<file path="src/aae_pkg.sv">
package aae_pkg;

  localparam int CODE_BITS = 16;
  localparam logic [15:0] QTR1 = 16'h4000;
  localparam logic [15:0] HALF = 16'h8000;
  localparam logic [15:0] QTR3 = 16'hC000;
  localparam logic [15:0] TOP_VAL = 16'hFFFF;

  localparam int NSYM = 258;
  localparam logic [8:0] EOF_SYM = 9'd257;
  localparam logic [8:0] LAST_IDX = 9'd257;

  // Result buffer for the bytes of one item.
  localparam int MAX_RES = 52;
  localparam int FIFO_AW = 6;
  localparam int FIFO_DEPTH = 1 << FIFO_AW;

  // Dividend is a 17-bit span times a 14-bit count.
  localparam int DIV_W = 31;
  localparam int DIVISOR_W = 14;

  typedef enum logic [5:0] {
    ST_CLEAR,
    ST_IDLE,
    ST_MAP,
    ST_T0,
    ST_T1,
    ST_T2,
    ST_T3,
    ST_MUL1,
    ST_DIVS1,
    ST_DIVW1,
    ST_MUL2,
    ST_DIVS2,
    ST_DIVW2,
    ST_RENORM,
    ST_FOLLOW,
    ST_FLUSH,
    ST_FINAL,
    ST_DRAIN_RD,
    ST_DRAIN_LD,
    ST_DRAIN_WAIT,
    ST_RS_RD,
    ST_RS_WR,
    ST_FIND0,
    ST_FINDC,
    ST_FIND_RD,
    ST_FIND_CMP,
    ST_SW0,
    ST_SW1,
    ST_SW2,
    ST_SW3,
    ST_SW4,
    ST_INC,
    ST_CUM_RD,
    ST_CUM_WR
  } state_t;

endpackage

</file>
<file path="src/aae_div.sv">
module aae_div (
  input  logic                                clk,
  input  logic                                rst,
  input  logic                                start,
  input  logic [aae_pkg::DIV_W-1:0]           dividend,
  input  logic [aae_pkg::DIVISOR_W-1:0]       divisor,
  output logic                                done,
  output logic [aae_pkg::DIV_W-1:0]           quotient
);

  logic                              busy;
  logic [4:0]                        cnt;
  logic [aae_pkg::DIVISOR_W-1:0]     rem;
  logic [aae_pkg::DIVISOR_W-1:0]     dvs;
  logic [aae_pkg::DIV_W-1:0]         quo;
  logic [aae_pkg::DIVISOR_W:0]       trial;
  logic                              ge;

  // One restoring step per cycle: the dividend shifts out at the top while
  // quotient bits shift in at the bottom.
  always_comb begin
    trial = {rem, quo[aae_pkg::DIV_W-1]};
    ge = trial >= {1'b0, dvs};
  end

  always_ff @(posedge clk) begin
    if (rst) begin
      busy <= 1'b0;
      done <= 1'b0;
      cnt  <= '0;
    end else begin
      done <= 1'b0;
      if (start) begin
        busy <= 1'b1;
        cnt  <= '0;
        rem  <= '0;
        dvs  <= divisor;
        quo  <= dividend;
      end else if (busy) begin
        rem <= ge ? aae_pkg::DIVISOR_W'(trial - {1'b0, dvs})
                  : trial[aae_pkg::DIVISOR_W-1:0];
        quo <= {quo[aae_pkg::DIV_W-2:0], ge};
        cnt <= cnt + 5'd1;
        if (cnt == 5'(aae_pkg::DIV_W - 1)) begin
          busy <= 1'b0;
          done <= 1'b1;
        end
      end
    end
  end

  assign quotient = quo;

endmodule

</file>
<file path="config.mk">
export PLATFORM = sky130hd
export DESIGN_NAME = aae_div
export DESIGN_NICKNAME = d
export VERILOG_FILES = /design/src/aae_pkg.sv /design/src/aae_div.sv
export SDC_FILE = /design/constraint.sdc
export NUM_CORES = 1
export LEC_CHECK = 0
export BUFFER_PORTS_ARGS = -buffer_cell sky130_fd_sc_hd__buf_2
export CAP_MARGIN = 10
export CORE_MARGIN = 2
export CORE_UTILIZATION = 49
export CTS_CLUSTER_DIAMETER = 60
export DETAILED_ROUTE_END_ITERATION = 10
export PLACE_DENSITY = 0.77
export SLEW_MARGIN = 25
export SYNTH_ARGS = -nofsm -noshare
export SYNTH_HDL_FRONTEND = slang
export SYNTH_SLANG_ARGS = --single-unit
</file>
<file path="constraint.sdc">
create_clock -name clk -period 3.3 [get_ports clk]
set_input_delay 0.33 -clock clk [delete_from_list [all_inputs] [get_ports clk]]
set_output_delay 0.33 -clock clk [all_outputs]
set_load 0.02 [all_outputs]
</file>
==> impl_metrics.json, run 1 <==
{
  "final.setup.tns_ps": 0,
  "tightest_slew_ps": 757,
  "ys_top_cells_by_count": "edfxtp_1, mux2_2, nor2_1, ha_1, inv_1",
  "die_area_um2": 7770,
  "antenna_found_initial": 0,
  "wl_per_cell_um": 15.3,
  "io_buffers": 79,
  "die_y_um": 88.1,
  "drive_gt1_frac": 0.377,
  "period_needed_ps": 2960,
  "worst_ep_arrival_time_ps": 3120,
  "finClkSkew_ps": 11.9,
  "async_flop_share": 0,
  "crit_path_start": "rem[8]",
  "avgSynthCellArea_um2": 12.5,
  "fillers": 586,
  "syn_inst": 277,
  "slowest_stage": "a221o_1",
  "core_area_um2": 6830,
  "fmax_mhz": 338,
  "post-route-period-util": 0.897,
  "dr.first_iter.drc_count": 141,
  "ys_types": 49,
  "leakage_nw": 1.76,
  "cts_buffers": 9,
  "yosys_warnings": 0,
  "yosysTopAreaCell": "edfxtp_1",
  "cts_root_buf": "clkbuf_8",
  "yosysSeqAreaShare": 0.551,
  "syn-num-nets": 343,
  "grt_pass1_vias": 2427,
  "crit_buf_inv": 0,
  "clk_path_buf_depth": 2,
  "multiInputGateArea_um2": 1440,
  "cts_resized": 0,
  "endpoint_kind": "register",
  "crit_chain": "ha_1 > nand3_1 > nor3_1 > a31o_2 > a221o_1 > nand2_1 > o32ai_1",
  "vias": 2464,
  "seq_area_um2": 1910,
  "grt_pass1_wl_um": 11400,
  "globalplace.congestion": 0.867,
  "rows": 30,
  "nets": 430,
  "crit_required_ps": 3460,
  "wl_um": 7120,
  "post-cts-setup-buffers": 0,
  "antenna_cells": 0,
  "cpLargestDelayFamily": "compound AO/OA/AOI/OAI gates",
  "fin_util": 0.612,
  "hold_viol_final": 0,
  "clock-sinks": 66,
  "drc_errors": 0,
  "track_usage": 0.196,
  "ys_ff_latch": 66,
  "status": "complete, no violations",
  "num_io_pins": 80,
  "relSlewSlack": 0.495,
  "drt_first_pass_iters": 4,
  "area_growth_pct": 20.5,
  "cts_tree": "done",
  "hold_buffers": 0,
  "finalMaxSlewViolations": 0,
  "grt.overflow.total": 0,
  "synthTopCellsByArea": "edfxtp_1, mux2_2, ha_1",
  "yosysTopAreaCellShare": 0.511,
  "clkTransAtPathRegs_ps": 70,
  "htreeDepth": 3,
  "viasPerCell": 5.30,
  "synthFlopType": "edfxtp_1",
  "finalSetupViolations": 0,
  "clock_latency_ps": 350,
  "powerDensity_nw_per_um2": 519,
  "die_w_um": 88.1,
  "ant_nets": 0,
  "r2r_slack_ps": 340,
  "syn_area_um2": 3470,
  "worstPathMaxFanout": 16,
  "hpwl_um": 5310,
  "vdd_ir_drop_max_uv": 420,
  "r2r_start": "rem[8]",
  "grt_setup_unrepaired": "false",
  "start_util": 0.508,
  "worstSetupPathType": "register to register",
  "startpoint_type": "register",
  "yosysMostFrequentCell": "edfxtp_1",
  "hold_class": "input port to register",
  "grt_max_degree": 25,
  "slowest_delay_ps": 610,
  "min_from": "divisor[8]",
  "cap_violations": 0,
  "synth_edf_count": 59
}
[worst register-to-register path: stages, from the launching register on]
cell and delay, ps:
edfxtp_1 390, ha_1 440, nand3_1 200, nor3_1 330
a31o_2 250, a221o_1 610, nand2_1 250, o32ai_1 300
[cell families (layout without fill, tap and decap cells)]
logic type,Yosys count,in the layout,share of synthesized area
AOI/OAI and AO/OA,50,50,0.104
adders and majority gates,18,18,0.0671
muxes,38,38,0.122
xor gates and xnor gates,12,12,0.0303
and+or+nand+nor,65,65,0.0891
DFF,66,66,0.551
buffers and inverters,28,120,0.0361
[sequential cells by signal (all words and copies together), names as in the netlist]
register	count
busy	1
cnt	5
done	1
dvs	14
quotient	31
rem	14
[layer usage]
metal | GRT usage | vias to the layer above | part of all wire
li1 | - | 1207 | -
met1 | 0.238 | 1154 | 0.41
met2 | 0.306 | 89 | 0.48
met3 | 0.0877 | 14 | 0.088
met4 | 0.0813 | 0 | 0.021
met5 | 0 | - | 0
[placed cells by master, fill, tap and decap left out, types with 7 or more instances in the layout]
master and instances:
mux2_2 31, dfxtp_1 7, buf_4 7, nor2_1 22, buf_2 79, edfxtp_1 59
nand2_1 12, ha_1 17, nor3_1 8, clkbuf_8 9, a21oi_1 13, inv_1 17
[stage by stage]
step           power (mW)  std cells  worst slack (ps)  instance area (um^2)  hold WS, ps
5_1_grt              2.27        465              75.9                  4180          134
3_5_place_dp         1.51        449               395                  3990          504
2_1_floorplan        1.39        277              11.5                  3470          403
4_1_cts              2.19        465               378                  4180          134
6_report             2.17        465               340                  4180          152
3_3_place_gp         1.50        449               588                  3990          492
[area by class of cell]
| cell class | count | share of cell area |
|---|---|---|
| sequential | 66 | 0.457 |
| multi-input combinational | 183 | 0.344 |
| timing repair buffer | 86 | 0.107 |
| clock buffer | 9 | 0.0296 |
| tap | 96 | 0.0287 |
| clock inverter | 7 | 0.0165 |
| inverter | 18 | 0.0162 |
[report_power, final]
part	switching [mW]	internal [mW]	total (mW)	leakage, nW
registers	0.0309	0.988	1.02	0.620
clock network	0.322	0.347	0.669	0.0970
logic	0.270	0.210	0.480	1.05
total	0.623	1.55	2.17	1.76
[path summary, 6_finish.rpt]
path / end / depth (start not counted)
worst max-delay path: rem[12] / 7
worst min-delay path: dvs[8] / 1
worst max register to register: rem[12] / 7
worst min register to register: cnt[1] / 2
Note: power is estimated with default switching activity, not from simulation.
==> run 2, diff against run 1 <==
--- a/config.mk
+++ b/config.mk
@@ -7,11 +7,14 @@
 export LEC_CHECK = 0
 export BUFFER_PORTS_ARGS = -buffer_cell sky130_fd_sc_hd__buf_2
 export CAP_MARGIN = 10
+export CELL_PAD_IN_SITES_DETAIL_PLACEMENT = 0
+export CELL_PAD_IN_SITES_GLOBAL_PLACEMENT = 1
 export CORE_MARGIN = 2
-export CORE_UTILIZATION = 49
+export CORE_UTILIZATION = 39
 export CTS_CLUSTER_DIAMETER = 60
 export DETAILED_ROUTE_END_ITERATION = 10
-export PLACE_DENSITY = 0.77
+export PLACE_DENSITY = 0.79
+export REMOVE_ABC_BUFFERS = 1
 export SLEW_MARGIN = 25
 export SYNTH_ARGS = -nofsm -noshare
 export SYNTH_HDL_FRONTEND = slang
==> impl_metrics.json, run 2 (synthesis results as in run 1) <==
{
  "instances_no_fill": 473,
  "wl_per_cell_um": 14.6,
  "cts_resized": 0,
  "nets": 426,
  "finalMaxSlewViolations": 0,
  "clkTransAtPathRegs_ps": 70,
  "final_cell_mix": "buf_2, edfxtp_1, mux2_2, nor2_1",
  "hold_slack_ps": 162,
  "globalplace.congestion": 0.823,
  "die_y_um": 98.3,
  "p_sw_mw": 0.596,
  "p_int_mw": 1.56,
  "post-cts-setup-buffers": 0,
  "status": "complete, no violations",
  "ant_nets": 0,
  "antenna_cells": 0,
  "die_w_um": 98.3,
  "wl_um": 6910,
  "r2r_start": "rem[8]",
  "wl_met1_um": 3120,
  "largest_reg_flops": 31,
  "pre_cts_slack_ps": 343,
  "worstSetupPathType": "register to register",
  "fin_area_um2": 4170,
  "p_comb_frac": 0.215,
  "cts_root_buf": "clkbuf_8",
  "route.met2.wl_um": 3110,
  "grt_max_degree": 46,
  "crit_buf_inv": 0,
  "worstPathMaxFanout": 17,
  "dpl-instance-area_um2": 3970,
  "die_area_um2": 9660,
  "io_buffers": 79,
  "final.setup.tns_ps": 0,
  "grt_pass1_vias": 2471,
  "dp.cells": 457,
  "dr.first_iter.drc_count": 92,
  "fin_ws_ps": 305,
  "post-route-period-util": 0.907,
  "finalPower_mw": 2.16,
  "wl_met3_um": 591,
  "endpoint_kind": "register",
  "holdPathEnd": "dvs[11]",
  "finClkSkew_ps": 9.86,
  "drc_errors": 0,
  "finalSetupViolations": 0,
  "hold_buffers": 0,
  "area_growth_pct": 20.2,
  "reg2reg_depth": 7,
  "htreeDepth": 3,
  "r2r_slack_ps": 310,
  "crit_required_ps": 3460,
  "hpwl_um": 4940,
  "grt.overflow.total": 0,
  "min_from": "divisor[11]",
  "rows": 34,
  "antenna_found_initial": 0,
  "hold_class": "input port to register",
  "p_seq_frac": 0.473,
  "cts_tree": "done",
  "hold_viol_final": 0,
  "clock-sinks": 66,
  "slowest_delay_ps": 640,
  "period_needed_ps": 2990,
  "start_util": 0.400,
  "vdd_ir_drop_max_uv": 279,
  "clock_latency_ps": 340,
  "hold_path_depth": 1,
  "crit_chain": "ha_1 > nand3_1 > nor3_1 > a31o_2 > a221o_1 > nand2_1 > o32ai_1",
  "cpLargestDelayFamily": "compound AO/OA/AOI/OAI gates",
  "startpoint_type": "register",
  "worst_ep_arrival_time_ps": 3160,
  "clk_path_buf_depth": 2,
  "fmax_mhz": 334,
  "cap_violations": 0,
  "grt_pass1_wl_um": 11300,
  "relSlewSlack": 0.471,
  "r2r-end": "rem[12]",
  "seq_area_um2": 1910,
  "track_usage": 0.147,
  "multiInputGateArea_um2": 1440,
  "fin_util": 0.480,
  "powerDensity_nw_per_um2": 517,
  "slowest_stage": "a221o_1",
  "num_io_pins": 80,
  "viasPerCell": 5.14,
  "drt_first_pass_iters": 4,
  "topRoutingLayerUsed": "met4",
  "vias": 2429,
  "core_area_um2": 8680,
  "layout_commonest_cell": "buf_2",
  "grt_setup_unrepaired": "false",
  "tightest_slew_ps": 793,
  "leakage_nw": 1.74,
  "cts_buffers": 9,
  "p_clk_frac": 0.312,
  "fillers": 820,
  "p_sw_frac": 0.277,
  "drive_gt1_frac": 0.370
}
## run 2: cell types whose count changed in the layout (fill, tap and decap cells not counted), sizes merged
cell,previous run,this run
clkinv,5,3
inv,18,17
clkinvlp,1,2
clkbuf,9,11
buf,86,82
## run 2: how the worst max path moves through the flow
stage	to	cells past startpoint	from	slack, ps
after floorplan	quotient[0]	2	busy	450
after CTS	rem[12]	7	rem[8]	340
after detailed placement	rem[12]	7	rem[8]	340
final	rem[12]	7	rem[8]	310
after global placement	rem[3]	7	rem[8]	500
after global routing	rem[12]	7	rem[8]	50
## run 2: final cells by class
class,instances,area share
sequential,66,0.459
multi-input combinational,183,0.345
timing repair buffer,82,0.100
clock buffer,11,0.0339
tap,108,0.0324
inverter,18,0.0162
clock inverter,5,0.0132
## run 2: power groups by stage
stage,sequential [mW],clock (mW),combinational (mW)
5_1_grt,1.03,0.725,0.515
2_1_floorplan,1.06,0,0.302
4_1_cts,1.02,0.691,0.466
6_report,1.02,0.673,0.462
3_5_place_dp,1.04,0,0.464
3_3_place_gp,1.04,0,0.461
## run 2: routing by layer
| layer | track usage | vias to the layer above |
|---|---|---|
| met5 | 0 | - |
| met4 | 0.0601 | 0 |
| met3 | 0.0565 | 11 |
| met2 | 0.231 | 80 |
| met1 | 0.181 | 1132 |
| li1 | - | 1206 |
